[src/rtl/core/wam_pkg.sv]
// Shared types, command codes and defaults for the wavetable ADSR mixer.
// No dependencies.
package wam_pkg;

  localparam int CHANNELS_DEF  = 4;
  localparam int TABLE_LEN_DEF = 256;

  localparam int MEM_DEPTH = 1024;
  localparam int MEM_AW    = 10;
  localparam int JOB_W     = 4;

  // item commands
  localparam logic [2:0] CMD_TICK  = 3'd0;
  localparam logic [2:0] CMD_WRITE = 3'd1;
  localparam logic [2:0] CMD_ON    = 3'd2;
  localparam logic [2:0] CMD_OFF   = 3'd3;
  localparam logic [2:0] CMD_SET   = 3'd4;

  // envelope phases
  localparam logic [1:0] PH_HELD     = 2'd0;
  localparam logic [1:0] PH_RELEASED = 2'd1;
  localparam logic [1:0] PH_OFF      = 2'd2;

  // envelope segment picked for one channel in a tick
  localparam logic [2:0] EV_ATTACK = 3'd0;
  localparam logic [2:0] EV_DOWN   = 3'd1;
  localparam logic [2:0] EV_UP     = 3'd2;
  localparam logic [2:0] EV_HOLD   = 3'd3;
  localparam logic [2:0] EV_REL    = 3'd4;
  localparam logic [2:0] EV_END    = 3'd5;

  // divider jobs; jobs from JOB_SCALE up rescale one channel volume each
  localparam logic [JOB_W-1:0] JOB_RCP_A = 4'd0;
  localparam logic [JOB_W-1:0] JOB_RCP_D = 4'd1;
  localparam logic [JOB_W-1:0] JOB_RCP_R = 4'd2;
  localparam logic [JOB_W-1:0] JOB_SCALE = 4'd3;

  typedef struct packed {
    logic             capture;
    logic             apply;
    logic             clear_we;
    logic             div_start;
    logic [JOB_W-1:0] job;
    logic             tick_init;
    logic             tick_q;
    logic             tick_addr;
    logic             tick_mul;
    logic             tick_mix;
    logic             tick_out;
  } dp_cmd_t;

  typedef struct packed {
    logic [2:0] item_cmd;
    logic       ch_ok;
    logic       ch_active;
    logic       div_busy;
    logic       out_busy;
  } dp_stat_t;

endpackage

[src/rtl/core/wam_ctrl.sv]
// Sequencer for the wavetable ADSR mixer: clearing pass, command apply,
// divider jobs and the per-channel tick steps. Uses wam_pkg.
module wam_ctrl #(
  parameter int CHANNELS = wam_pkg::CHANNELS_DEF,
  localparam int CH_W = (CHANNELS > 1) ? $clog2(CHANNELS) : 1
) (
  input  logic                          clk,
  input  logic                          rst,
  input  logic                          in_valid,
  output logic                          in_ready,
  input  wam_pkg::dp_stat_t             stat,
  output wam_pkg::dp_cmd_t              cmd,
  output logic [CH_W-1:0]               ch,
  output logic [wam_pkg::MEM_AW-1:0]    clr_addr
);

  localparam logic [3:0] ST_CLEAR  = 4'd0;
  localparam logic [3:0] ST_IDLE   = 4'd1;
  localparam logic [3:0] ST_APPLY  = 4'd2;
  localparam logic [3:0] ST_DIV_GO = 4'd3;
  localparam logic [3:0] ST_DIV_WT = 4'd4;
  localparam logic [3:0] ST_T_CHK  = 4'd5;
  localparam logic [3:0] ST_T_Q    = 4'd6;
  localparam logic [3:0] ST_T_ADDR = 4'd7;
  localparam logic [3:0] ST_T_MUL  = 4'd8;
  localparam logic [3:0] ST_T_MIX  = 4'd9;
  localparam logic [3:0] ST_T_OUT  = 4'd10;

  localparam logic [wam_pkg::JOB_W-1:0] JOB_LAST = wam_pkg::JOB_W'(CHANNELS + 2);
  localparam logic [CH_W-1:0]           CH_LAST  = CH_W'(CHANNELS - 1);

  logic [3:0]                   state, state_next;
  logic [CH_W-1:0]              ch_next;
  logic [wam_pkg::JOB_W-1:0]    job, job_next;
  logic [wam_pkg::MEM_AW-1:0]   clr_next;

  always_ff @(posedge clk) begin
    if (rst) begin
      state    <= ST_CLEAR;
      ch       <= '0;
      job      <= '0;
      clr_addr <= '0;
    end else begin
      state    <= state_next;
      ch       <= ch_next;
      job      <= job_next;
      clr_addr <= clr_next;
    end
  end

  always_comb begin
    state_next = state;
    ch_next    = ch;
    job_next   = job;
    clr_next   = clr_addr;
    cmd        = '0;
    cmd.job    = job;
    in_ready   = 1'b0;
    case (state)
      ST_CLEAR: begin
        cmd.clear_we = 1'b1;
        clr_next     = clr_addr + 1'b1;
        if (clr_addr == '1) state_next = ST_IDLE;
      end
      ST_IDLE: begin
        in_ready = 1'b1;
        if (in_valid) begin
          cmd.capture = 1'b1;
          state_next  = ST_APPLY;
        end
      end
      ST_APPLY: begin
        cmd.apply  = 1'b1;
        state_next = ST_IDLE;
        if (stat.item_cmd == wam_pkg::CMD_TICK) begin
          cmd.tick_init = 1'b1;
          ch_next       = '0;
          state_next    = ST_T_CHK;
        end else if (stat.item_cmd == wam_pkg::CMD_SET && stat.ch_ok) begin
          job_next   = wam_pkg::JOB_RCP_A;
          state_next = ST_DIV_GO;
        end
      end
      ST_DIV_GO: begin
        cmd.div_start = 1'b1;
        state_next    = ST_DIV_WT;
      end
      ST_DIV_WT: begin
        if (!stat.div_busy) begin
          if (job == JOB_LAST) begin
            state_next = ST_IDLE;
          end else begin
            job_next   = job + 1'b1;
            state_next = ST_DIV_GO;
          end
        end
      end
      ST_T_CHK: begin
        if (stat.ch_active) begin
          state_next = ST_T_Q;
        end else if (ch == CH_LAST) begin
          state_next = ST_T_OUT;
        end else begin
          ch_next = ch + 1'b1;
        end
      end
      ST_T_Q: begin
        cmd.tick_q = 1'b1;
        state_next = ST_T_ADDR;
      end
      ST_T_ADDR: begin
        cmd.tick_addr = 1'b1;
        state_next    = ST_T_MUL;
      end
      ST_T_MUL: begin
        cmd.tick_mul = 1'b1;
        state_next   = ST_T_MIX;
      end
      ST_T_MIX: begin
        cmd.tick_mix = 1'b1;
        if (ch == CH_LAST) begin
          state_next = ST_T_OUT;
        end else begin
          ch_next    = ch + 1'b1;
          state_next = ST_T_CHK;
        end
      end
      ST_T_OUT: begin
        if (!stat.out_busy) begin
          cmd.tick_out = 1'b1;
          state_next   = ST_IDLE;
        end
      end
      default: begin
        state_next = ST_IDLE;
      end
    endcase
  end

endmodule

[config.mk]
export PLATFORM = sky130hd
export DESIGN_NAME = wam_ctrl
export DESIGN_NICKNAME = d
export VERILOG_FILES = /design/src/rtl/core/wam_pkg.sv /design/src/rtl/core/wam_ctrl.sv
export SDC_FILE = /design/constraint.sdc
export NUM_CORES = 1
export LEC_CHECK = 0
export BUFFER_PORTS_ARGS = -buffer_cell sky130_fd_sc_hd__buf_4
export CORE_MARGIN = 1
export CORE_UTILIZATION = 46
export CTS_CLUSTER_DIAMETER = 150
export DETAILED_ROUTE_END_ITERATION = 7
export GPL_TIMING_DRIVEN = 0
export PLACE_DENSITY = 0.83
export SLEW_MARGIN = 30
export SYNTH_ARGS = -nofsm -noshare
export SYNTH_HDL_FRONTEND = slang
export SYNTH_SLANG_ARGS = --single-unit
export TNS_END_PERCENT = 50
[constraint.sdc]
create_clock -name clk -period 1.6 [get_ports clk]
set_input_delay 0 -clock clk [delete_from_list [all_inputs] [get_ports clk]]
set_output_delay 0 -clock clk [all_outputs]
set_load 0.05 [all_outputs]
==> results of run 1 <==
## worst paths after layout
path	startpoint	end	slack [ps]	cells after the start
worst max register to register	state[3]	job[1]	-160	4
worst max-delay path	state[3]	job[1]	-160	4
worst min-delay path	stat[1]	job[0]	20	3
worst min register to register	job[3]	job[3]	490	2
## sequential cells by signal (all words and copies together), names as in the netlist
| signal | cells |
|---|---|
| clr_addr | 10 |
| job | 4 |
| ch | 2 |
| state | 4 |
## placed cells by master (no fill, tap or decap), types with 4 or more instances in the layout
cell / instances
nand2_1: 12
buf_4: 38
xnor2_1: 6
a21oi_1: 5
nand3_1: 6
dfxtp_1: 9
nor3_4: 5
ha_1: 4
mux2i_1: 4
dfxtp_2: 8
inv_1: 6
nor2_1: 13
nand2b_1: 5
## final cells by class
cell class,count,area share (%)
Tap cell,30,1.97
Buffer,8,3.42
Timing Repair Buffer,42,17.6
Inverter,8,2.43
Multi-Input combinational cell,117,50.5
Sequential cell,20,22.2
Clock buffer,4,1.91
## synthesized netlist by cell type (all sizes together) (4+ instances only)
master / instances
buf: 4
nor2: 13
nand3: 6
dfxtp: 20
xnor2: 6
nand2b: 6
mux2i: 4
nand2: 12
ha: 4
clkbuf: 5
a21oi: 7
inv: 7
o21ai: 4
a211oi: 4
nor3: 9
## power by group through the flow
stage | clock (W) | combinational [W] | sequential, W
floorplan | 0 | 0.00100 | 0.000718
global placement | 0 | 0.00135 | 0.000651
detailed placement | 0 | 0.00137 | 0.000656
CTS | 0.000304 | 0.00161 | 0.000672
global route | 0.000318 | 0.00179 | 0.000695
finish | 0.000299 | 0.00169 | 0.000683
## metal layers
layer	part of all wire [%]	global-route usage [%]	vias to the layer above
met5	0	0	-
met4	0.54	8.75	0
met3	4.9	4.10	4
met2	49	43.8	48
met1	45	30.7	658
li1	-	-	653
## kinds of logic (layout without fill, tap and decap cells)
logic type | after synthesis | count (layout) | synth area share (%)
xor gates and xnor gates | 9 | 9 | 6.11
muxes | 4 | 4 | 3.10
DFF | 20 | 20 | 31.0
adders and majority gates | 4 | 4 | 3.88
AOI/OAI and AO/OA | 33 | 33 | 19.1
and+or+nand+nor | 67 | 67 | 30.2
buffers and inverters | 17 | 62 | 6.60
## repair_timing
action | in CTS | in global routing
cloned | 1 | 0
hold buffers | 1 | 0
setup endpoints to repair | 26 | 21
gates resized for setup | 25 | 14
endpoints found under the hold margin | 1 | 0
buffers inserted | 4 | 0
pin swaps | 4 | 6
## per-stage QoR
stage	cells	setup WS, ps	area, sq um	util [%]
2_1_floorplan	154	-399	1370	-
3_3_place_gp	220	-163	1670	65.2
3_5_place_dp	220	-240	1670	65.2
4_1_cts	229	-150	1830	71.2
5_1_grt	229	-211	1900	74.1
6_report	229	-163	1900	74.1
## worst min-delay path, cell delays in order
cell	delay, ps
buf_4	130
a2111o_1	100
a21oi_1	50
==> run summary, run 1 <==
The worst setup path is captured at a register. The critical path goes through or4b_4 > a31o_4 > a2111o_1 > a21oi_2. The length of the first detailed-routing pass in iterations was 4; the routed length per instance was 15.4 microns. The initial core utilization was 50.2%; the number of buffers and inverters on the critical path was 0.

The detailed router finished its first iteration with 28 violations. The initial antenna violation count was 0; the async set or reset register ratio after synthesis was 0%. The mapped cell area came out at 1290 sq um. The net count of the finished layout is 214. The logs give 48 for the number of unique standard cell types used by synthesis and 68.8% for the worst slew slack as a fraction of its limit.

The clock group share of total power was 11.2%. The logs give 1 for the total number of H-tree levels and 168 for the post-synth net total. The clock network latency to the later pin of the worst-skew pair is 300 ps, and the overall die width is 55.0 microns. Weighted congestion reported at the end of routability-driven placement: 0.890. The max capacitance violation total was 0; the relative contribution of combinational cells to total power was 63.3%. The design draws 0.00267 W. The tools report the upper clock frequency limit as 567 MHz. The switching share of power works out to 47.1%.

At the worst endpoint, the arrival time is 2000 ps. The clock net in this run drives a total of 20 sinks. Worst hold slack after final layout: 17.1 ps.

Entering global routing, the biggest net connects 12 pins. For this run, the slowest stage of the critical path takes 560 ps. Dividing total power by cell area gives a power density of 1410 nW/um^2.

The total overflow left after global routing is 0. In the post-synthesis netlist, the biggest area contributors are dfxtp_1, xnor2_1, ha_1, nor2_1, nor3_1. The routed layout has 1,363 vias. For this design the total switching power over the nets is 0.00126 W. The relative area change from synthesis to final layout was 47.5%. The tightest min-delay check is of the in -> reg type.

Yosys printed 0 warnings. The longest clock path from root to sink contains 2 buffers. The die is 55.0 microns tall. The kind of cell with the highest combined delay along the critical path is compound AO/OA/AOI/OAI gates. The global-route wire length before repair came out at 5.50 mm. The mean cell area of the mapped netlist is 8.38 sq um, and the antenna cell count is 0. STA classifies the critical path startpoint as a register. For the area of the die, the log shows 3020 sq um. The synthesized design devotes to its leading area cell type 31.0% of total area. The final number of hold-violating endpoints is 0, and the static power due to leakage is 0.728 nW. The post-detailed-routing wire length was 3.54 mm; the data required time at the worst endpoint was 1840 ps. Among all flip-flop cells after synthesis, the most frequent one is dfxtp_1.

TritonCTS built the clock tree. Area used by sequential logic in the layout: 422 sq um. After detailed routing, the number of vias per cell comes to 5.95. The count of buffers inserted at the top-level ports is 36, and the area inside the core boundary is 2570 sq um.

Setup violations remaining at the end of the flow were counted as 15. The final routed DRC violation total came out at 0. The final reports fail on negative setup slack. The run finished, with violations left. After filler insertion, the fill cell instance count of the layout stands at 178.

The logs give 25.5% for the sequential power share and 2.42 mm for the half-perimeter wire length after placement. The tools report the clock root buffer master as clkbuf_4. For the internal power contribution, the log shows 0.00141 W.

After floorplanning, the core was divided into 18 placement rows. Across every metal layer, demand over resource in global routing totals 25.0%. The fraction of layout cells with a size suffix above 1 was 44.7%. The cell count after synthesis came out at 154.

The measured slew at the worst slew-check pin is 469 ps, and the TritonCTS buffer count is 3. Setup skew after layout: 8.68 ps. The time the worst path needs with I/O delays and setup is 1760 ps. The logs give -1300 ps for the total negative slack and 37 for the boundary pin count. The count of final max-slew check failures is 0, and the footprint of the multi-input gates is 961 sq um. The setup slack of the critical path after layout came out at -163 ps. Synthesis inferred 20 register bits. The detail route stage leaves a number of antenna-violating nets equal to 0.

Clock-pin slew was measured on the worst setup and hold paths at 120 ps. Classification of the worst setup path: reg -> reg. Across the VDD grid, the largest voltage drop is 0.00153 V. The cell taking the most area after synthesis is dfxtp_1. The number of global-route vias before repair came out at 1,273. The number of enable-type register cells in the synthesized netlist came out at 0. The slowest cell on the critical path is or4b_4. Setup repair after global routing could not meet its margin everywhere.

For this run, the register share of the synthesized area comes to 31.0%. The final period utilization was 110%. The maximum fanout count along the critical path works out to 7.
Power figures use the tool's default switching activity.
==> run 2, diff against run 1 <==
ABC_AREA = 1   (was default)
BUFFER_PORTS_ARGS = default   (was -buffer_cell sky130_fd_sc_hd__buf_4)
CORE_UTILIZATION = 55   (was 46)
DONT_BUFFER_PORTS = 1   (was default)
PLACE_DENSITY = 0.81   (was 0.83)
SLEW_MARGIN = 20   (was 30)
==> run summary, run 2 <==
Summed over all nets, the half-perimeter wirelength after detailed placement is 2.20 mm. Across every metal layer, demand over resource in global routing totals 24.8%. Timing analysis after detailed placement gives a worst setup slack of -373 ps. In the layout the commonest cells are nand2_1, nor2_1, inv_1, nand3_1, dfxtp_2. In this run the tool buffered the top-level ports with 0 buffer cells.

In the final layout, the multi-input gates occupy 822 sq um. The TritonCTS buffer count is 3, and the overall die width is 49.6 microns. The tools report the boundary pin count as 37. Relative to the synthesized area, the layout overhead comes to 26.9%. The repair_antennas step left the layout with diodes totalling 0. The number of filler instances in the final layout was 162; the routed length per instance was 13.6 microns.

The critical path goes through inv_6 > nand2_8 > nor2_4 > nand2_2 > clkinvlp_4 > nor2_2 > nand3_1 > nor2_1 > nor2_1. The first detailed-routing pass took 4 iterations. The logs give 2040 sq um for the area inside the core boundary and 0.00127 W for the internal power contribution. TritonCTS built the clock tree. The routed layout has 1,351 vias.

The run gives 16 as the placement row count. The final standard cell area without fillers is 1580 sq um, and the fraction of layout cells with a size suffix above 1 is 29.4%. Path type of the worst min-delay path: in -> reg.

For the clock sink count, the log shows 20. The initial antenna violation count was 0; the final routed DRC violation total was 0. The tools report the number of global-route vias before repair as 1,186.

The logs give 0 for the antenna violation net count after detailed routing and 444 sq um for the area used by sequential logic in the layout. For the worst setup path, the data required time is 1840 ps. Setup repair after global routing could not meet its margin everywhere. For the finished layout, the period the worst path requires is 1580 ps. In the final layout, the registers with the most flip-flops are clr_addr: 10 flops, job: 4 flops, state: 4 flops. The layer carrying the most global-route usage is met2. Counting along the longest clock path gives a buffer depth of 2.

After detailed placement, the total cell area comes to 1290 sq um. Final period utilization: 98.8%. Synthesis inferred 20 register bits. The total number of H-tree levels came out at 1. The flow ran to the end, and the final reports show no timing, DRC or antenna violations. For the global routing met2 resource utilization, the log shows 46.2%. The analysis attributes to cell leakage a power of 0.676 nW. Summing internal, switching and leakage power gives 0.00265 W. The fraction of post-synthesis cell area in the top cell type by area was 32.2%. nand2_1 is the most common cell in the netlist.

The kind of launch point of the worst setup path was a register. The final number of hold-violating endpoints was 0; the async set or reset register ratio after synthesis was 0%. The library cell used most frequently in the layout, excluding fill and tap cells, is nand2_1. Of the total power, the share spent switching nets is 52.2%. The worst slew slack as a fraction of its limit was 51.3%; the overall overflow remaining after global route was 0. The global-route wire length before repair is 4.75 mm, and the upper clock frequency limit is 632 MHz. The average via count per standard cell works out to 5.68. Excluding fillers, the count of instances in the completed layout stands at 238.

For this run, the post-layout net count is 226. On the final layout, the worst clock skew is 1.73 ps. Largest net degree at the start of global routing: 13. The clock reaches the later pin of the worst-skew pair after 300 ps.

Classification of the worst setup path: reg -> reg. The logs give 198 for the instance count of the mapped netlist and 1820 ps for the critical path data arrival time. Mean cell area of the mapped netlist: 6.28 sq um. Sequential cells were found to cover 32.2% of the synthesized design area.

Delay contributed by the slowest stage of the critical path: 380 ps. The cell area that synthesis handed to floorplanning was 1240 sq um. By count the netlist is led by nand2_1, nor2_1, inv_1. For the pin with the worst max-slew slack, the measured transition is 725 ps.

The congestion estimate from routability-driven global placement came to 0.836. The die is 49.6 microns tall. The register with the most flip-flops in the final layout is clr_addr.

The tools report the fraction of met3 tracks used by global routing as 2.78%. The slowest cell on the critical path is dfxtp_4. Of all nets on the critical path, the largest fanout is 3. For this run, the leading register cell type out of synthesis is dfxtp_1.

Final setup violation count: 0. Per report_power, the sequential group accounts for 35.3% of the total. The largest total area in the synthesized netlist belongs to dfxtp_1. The library cell appearing most often on the critical path is nor2_1. The area of the die was 2460 sq um; the flip-flop count of the largest register after layout was 10. Wires add up to 3.24 mm.

The tools report the initial detailed-routing violation count as 71. The worst path meets setup with 18.9 ps of slack. Cell count after placement: 225.

The worst-case IR drop observed on VDD is 0.00135 V. The run gives 25 as the number of unique standard cell types used by synthesis. The post-CTS clock slew at the launch and capture registers of the worst setup and hold paths was 110 ps; the relative contribution of combinational cells to total power was 49.3%. Number of warnings reported in the yosys synthesis log: 0. The max capacitance violation total is 0, and the post-synth net total is 212. The initial core utilization came out at 60.9%. Yosys mapped a number of flops with a built-in enable equal to 0.

The clock network burns 15.4% of the power. In this run the power spent charging and discharging nets is 0.00138 W. The total power per unit cell area came out at 1680 nW/um^2.

Yosys attributes the largest share of cell area to dfxtp_1, nand2_1, nor2_1, inv_1, nand3_1. The tree is rooted in a clkbuf_4. The tools report the count of final max-slew check failures as 0. The met1 routing resource usage after global routing was 28.6%. The worst setup path is captured at a register.
[run 2: changes by cell type after synthesis, moves of 4 or more]
cell      delta
a211oi_1     -4
nand2b_1     -6
inv_2        +6
nand4_1      +4
o21ai_0      +6
nor2_1      +23
nand3_1      +6
clkbuf_1     -4
xnor2_1      -6
nor3_1       -6
inv_1       +19
mux2i_1      -4
nand2_1     +31
[run 2: cells by family after synthesis]
logic type      Yosys count  synth area share [%]
xor+xnor                  3                  2.11
simple gates            114                  41.4
flops                    20                  32.2
compound gates           23                  9.96
fa+ha+maj                 4                  4.02
buf+inv                  34                  10.3
[run 2: layout make-up]
cell class              count  share of cell area (%)
multi-input cells         144                    52.1
flip-flops and latches     20                    28.2
inverters                  33                    9.44
repair buffers              9                    4.60
well taps                  27                    2.14
clock inverters             1                    1.90
clock buffers               3                    1.43
plain buffers               1                   0.238
[run 2: repair_timing]
| action | 4_1_cts | 5_1_grt |
|---|---|---|
| setup endpoints to repair | 19 | 13 |
| buffers inserted | 1 | 6 |
| hold endpoints to repair | 9 | 0 |
| hold buffers | 2 | 0 |
| gates resized for setup | 31 | 28 |
| pin swaps | 2 | 5 |
[run 2: final timing paths]
path	startpoint	end	slack [ps]	cells past startpoint
max	state[0]	state[2]	20	9
min	stat[2]	state[3]	50	5
max reg2reg	state[0]	state[2]	20	9
min reg2reg	state[0]	state[0]	610	4
[run 2: metrics by stage]
step | setup TNS (ps) | util (%) | hold WS (ps)
2_1_floorplan | -568 | - | 107
4_1_cts | -94.9 | 70.3 | 52.7
5_1_grt | -176 | 77.3 | 74.0
3_5_place_dp | -2230 | 63.2 | 108
6_report | 0 | 77.3 | 45.7
3_3_place_gp | -1670 | 63.2 | 109
[run 2: power by group through the flow]
stage          Clock (W)  Combinational, W  Sequential (W)
5_1_grt         0.000432           0.00141        0.000949
4_1_cts         0.000411           0.00107        0.000909
6_report        0.000409           0.00131        0.000934
2_1_floorplan          0          0.000880        0.000859
3_3_place_gp           0          0.000996        0.000879
3_5_place_dp           0           0.00102        0.000887
[run 2: layer usage]
metal	wire (microns)	vias up	part of all wire, %
met5	0	-	0
met1	1300	612	40
met2	1650	63	51
met3	193	12	6.0
met4	97	0	3.0
li1	-	664	-
[run 2: worst max-delay path: cells and delay by family, from the launching register on]
kind          cells  cell delay (ps)
simple gates      7              820
buf+inv           2              320
flops             1              380
==> run 3, diff against run 2 <==
CORE_UTILIZATION = 42   (was 55)
PLACE_DENSITY = 0.67   (was 0.81)
==> run summary, run 3 (synthesis results as in run 2) <==
In this run the tightest slew margin relative to its limit is 51.9%. The category of the worst setup path capture point is a register. In this run, the number of DRC markers left after iteration 0 of detailed routing was 35.

The antenna violation net count after detailed routing was 0. The library cells used most frequently in the layout, excluding fill and tap cells, are nand2_1, nor2_1, inv_1, nand3_1, dfxtp_2. For the area used by sequential logic in the layout, the log shows 447 sq um. In the final layout, the registers with the most flip-flops are clr_addr: 10 flops, job: 4 flops, state: 4 flops. The logs give 0 for the antenna cell count and 55.2% for the final core utilization. At the end of the flow, the number of nets in the layout was 225. Clock latency on the worst-skew pair, taken at its later pin, is 290 ps. After detailed routing, the total wire length is 2.82 mm.

The count of final max-slew check failures is 0. The register ranked first by flip-flop count was clr_addr. Input and output buffers added on the ports amount to 0. Clock skew on the completed layout was measured at 4.88 ps. The fraction of layout cells with a size suffix above 1 is 29.0%. The initial antenna violation count was 0; the total global-route track usage was 18.4%.

On the final layout, the worst hold slack is 45.8 ps. The kind of launch point of the worst setup path is a register. Data required time at the worst endpoint: 1840 ps. Counting every sink on the clock net gives 20. Counting cells, the worst reg-to-reg path comes to 9. The length of the first detailed-routing pass in iterations was 4; the total power per unit cell area was 1560 nW/um^2.

The run gives 278 as the number of filler instances in the final layout. The footprint of the multi-input gates came out at 803 sq um. The run gives 2 as the number of buffers on the longest clock path. Setup violations remaining at the end of the flow were counted as 0. The destination of the worst register-to-register timing path was state[2].

TritonCTS built the clock tree. For the final number of hold-violating endpoints, the log shows 0. Clock root buffer master: clkbuf_4. The initial core utilization was 44.7%.

The number of global-route vias before repair is 1,121. The critical path starts at state[0]. The setup slack of the critical path after layout came out at 64.3 ps. Leaving out fill and tap cells, the most frequent cell in the layout is nand2_1. For the largest net degree at the start of global routing, the log shows 12. The maximum fanout count along the critical path is 5, and the global-route wire length before repair is 4.60 mm. At the end of routability-driven placement, the weighted congestion stood at 0.847. Leaving out filler cells and counting taps, the final layout contains 241. The floorplan step defined a die boundary enclosing 3180 sq um.

Critical register-to-register path startpoint: state[0]. For the TritonCTS buffer count, the log shows 3. The worst-case IR drop observed on VDD is 0.00107 V. The path type of the worst min-delay path is in -> reg.

The measured slew at the worst slew-check pin is 717 ps, and the upper clock frequency limit is 651 MHz. The run finished with clean final reports. The critical path is of the reg -> reg type. Static power due to leakage: 0.675 nW. Setup repair after global routing could not meet its margin everywhere.

In this run the worst setup path terminates at state[2]. The overall overflow remaining after global route was 0. The logs give 0.00240 W for the final total power and 1770 ps for the critical path data arrival time. For flop-to-flop paths, the worst setup slack is 60 ps. The tools report the total number of H-tree levels as 1. The flip-flop count of the largest register after layout was 10. The HPWL after detailed placement is 2.07 mm.

For this run, design rule violations remaining after detail routing come to 0. After floorplanning, the core was divided into 19 placement rows. The routed length per instance was 11.7 microns; the cell count after placement was 229. The tool flagged a number of max-cap violations equal to 0. The routed layout has 1,236 vias. Clock-pin slew was measured on the worst setup and hold paths at 110 ps. In this run the vertical extent of the chip is 56.4 microns. The relative area change from synthesis to final layout is 23.4%, and the area inside the core boundary is 2780 sq um. The time the worst path needs with I/O delays and setup is 1540 ps.

The worst path uses 96.0% of the clock period. Measured along the x axis, the die boundary spans 56.4 microns. During I/O placement, the number of pins put on the boundary was 37. Average via count per standard cell: 5.13. Timing analysis after detailed placement gives a worst setup slack of -367 ps.
==> run 3: cell types whose count changed in the layout (fill, tap and decap cells not counted), sizes merged <==
cell / previous run / this run
buf: 7 / 6
bufinv: 1 / 0
clkbuf: 4 / 5
==> run 3: cell type report <==
cell class	count	share of cell area, %
tap	31	2.53
clock buffer	4	2.36
timing repair buffer	8	4.24
sequential	20	29.1
multi-input combinational	144	52.3
buffer	1	0.244
inverter	33	9.21
==> run 3: worst min path at each step <==
stage / from / slack (ps) / end / cells after the start
2_1_floorplan: stat[0] / 110 / cmd[0] / 1
3_3_place_gp: stat[0] / 110 / cmd[0] / 1
3_5_place_dp: stat[0] / 110 / cmd[0] / 1
4_1_cts: stat[2] / 40 / state[3] / 5
5_1_grt: stat[2] / 60 / state[3] / 5
6_report: stat[2] / 50 / state[3] / 5
==> run 3: routing by layer <==
metal  vias to the layer above  global-route usage [%]  wire [microns]
met5                         -                       0               0
met4                         0                    8.36              19
met3                         2                    4.61             160
met2                        41                    31.1            1340
met1                       536                    21.7            1300
li1                        657                       -               -
==> run 3: critical path: stages (launching register included) <==
cell and delay, ps:
dfxtp_4 390, inv_4 70, nand2_4 80, nor2_4 350, nand2_4 100, clkinvlp_4 230, nor2_2 60, nand3_1 90
nor2_1 40, nor2_1 80
==> run 3: where the power goes <==
| group | internal, W | switching [W] | total, W |
|---|---|---|---|
| registers | 0.000619 | 0.000300 | 0.000919 |
| clock network | 0.000139 | 0.000149 | 0.000288 |
| logic | 0.000345 | 0.000849 | 0.00119 |
==> run 3: per-stage QoR <==
step	area (sq um)	TNS (ps)
finish	1540	0
floorplan	1260	-568
CTS	1440	0
global placement	1300	-1970
global route	1540	-41.2
detailed placement	1300	-2060
==> run 3: repair_timing <==
action                     CTS  global route
pin swaps                    2             4
setup endpoints to repair   18            14
setup buffers                3             3
hold buffers                 2             0
resized for setup           30            24
hold endpoints to repair     7             0
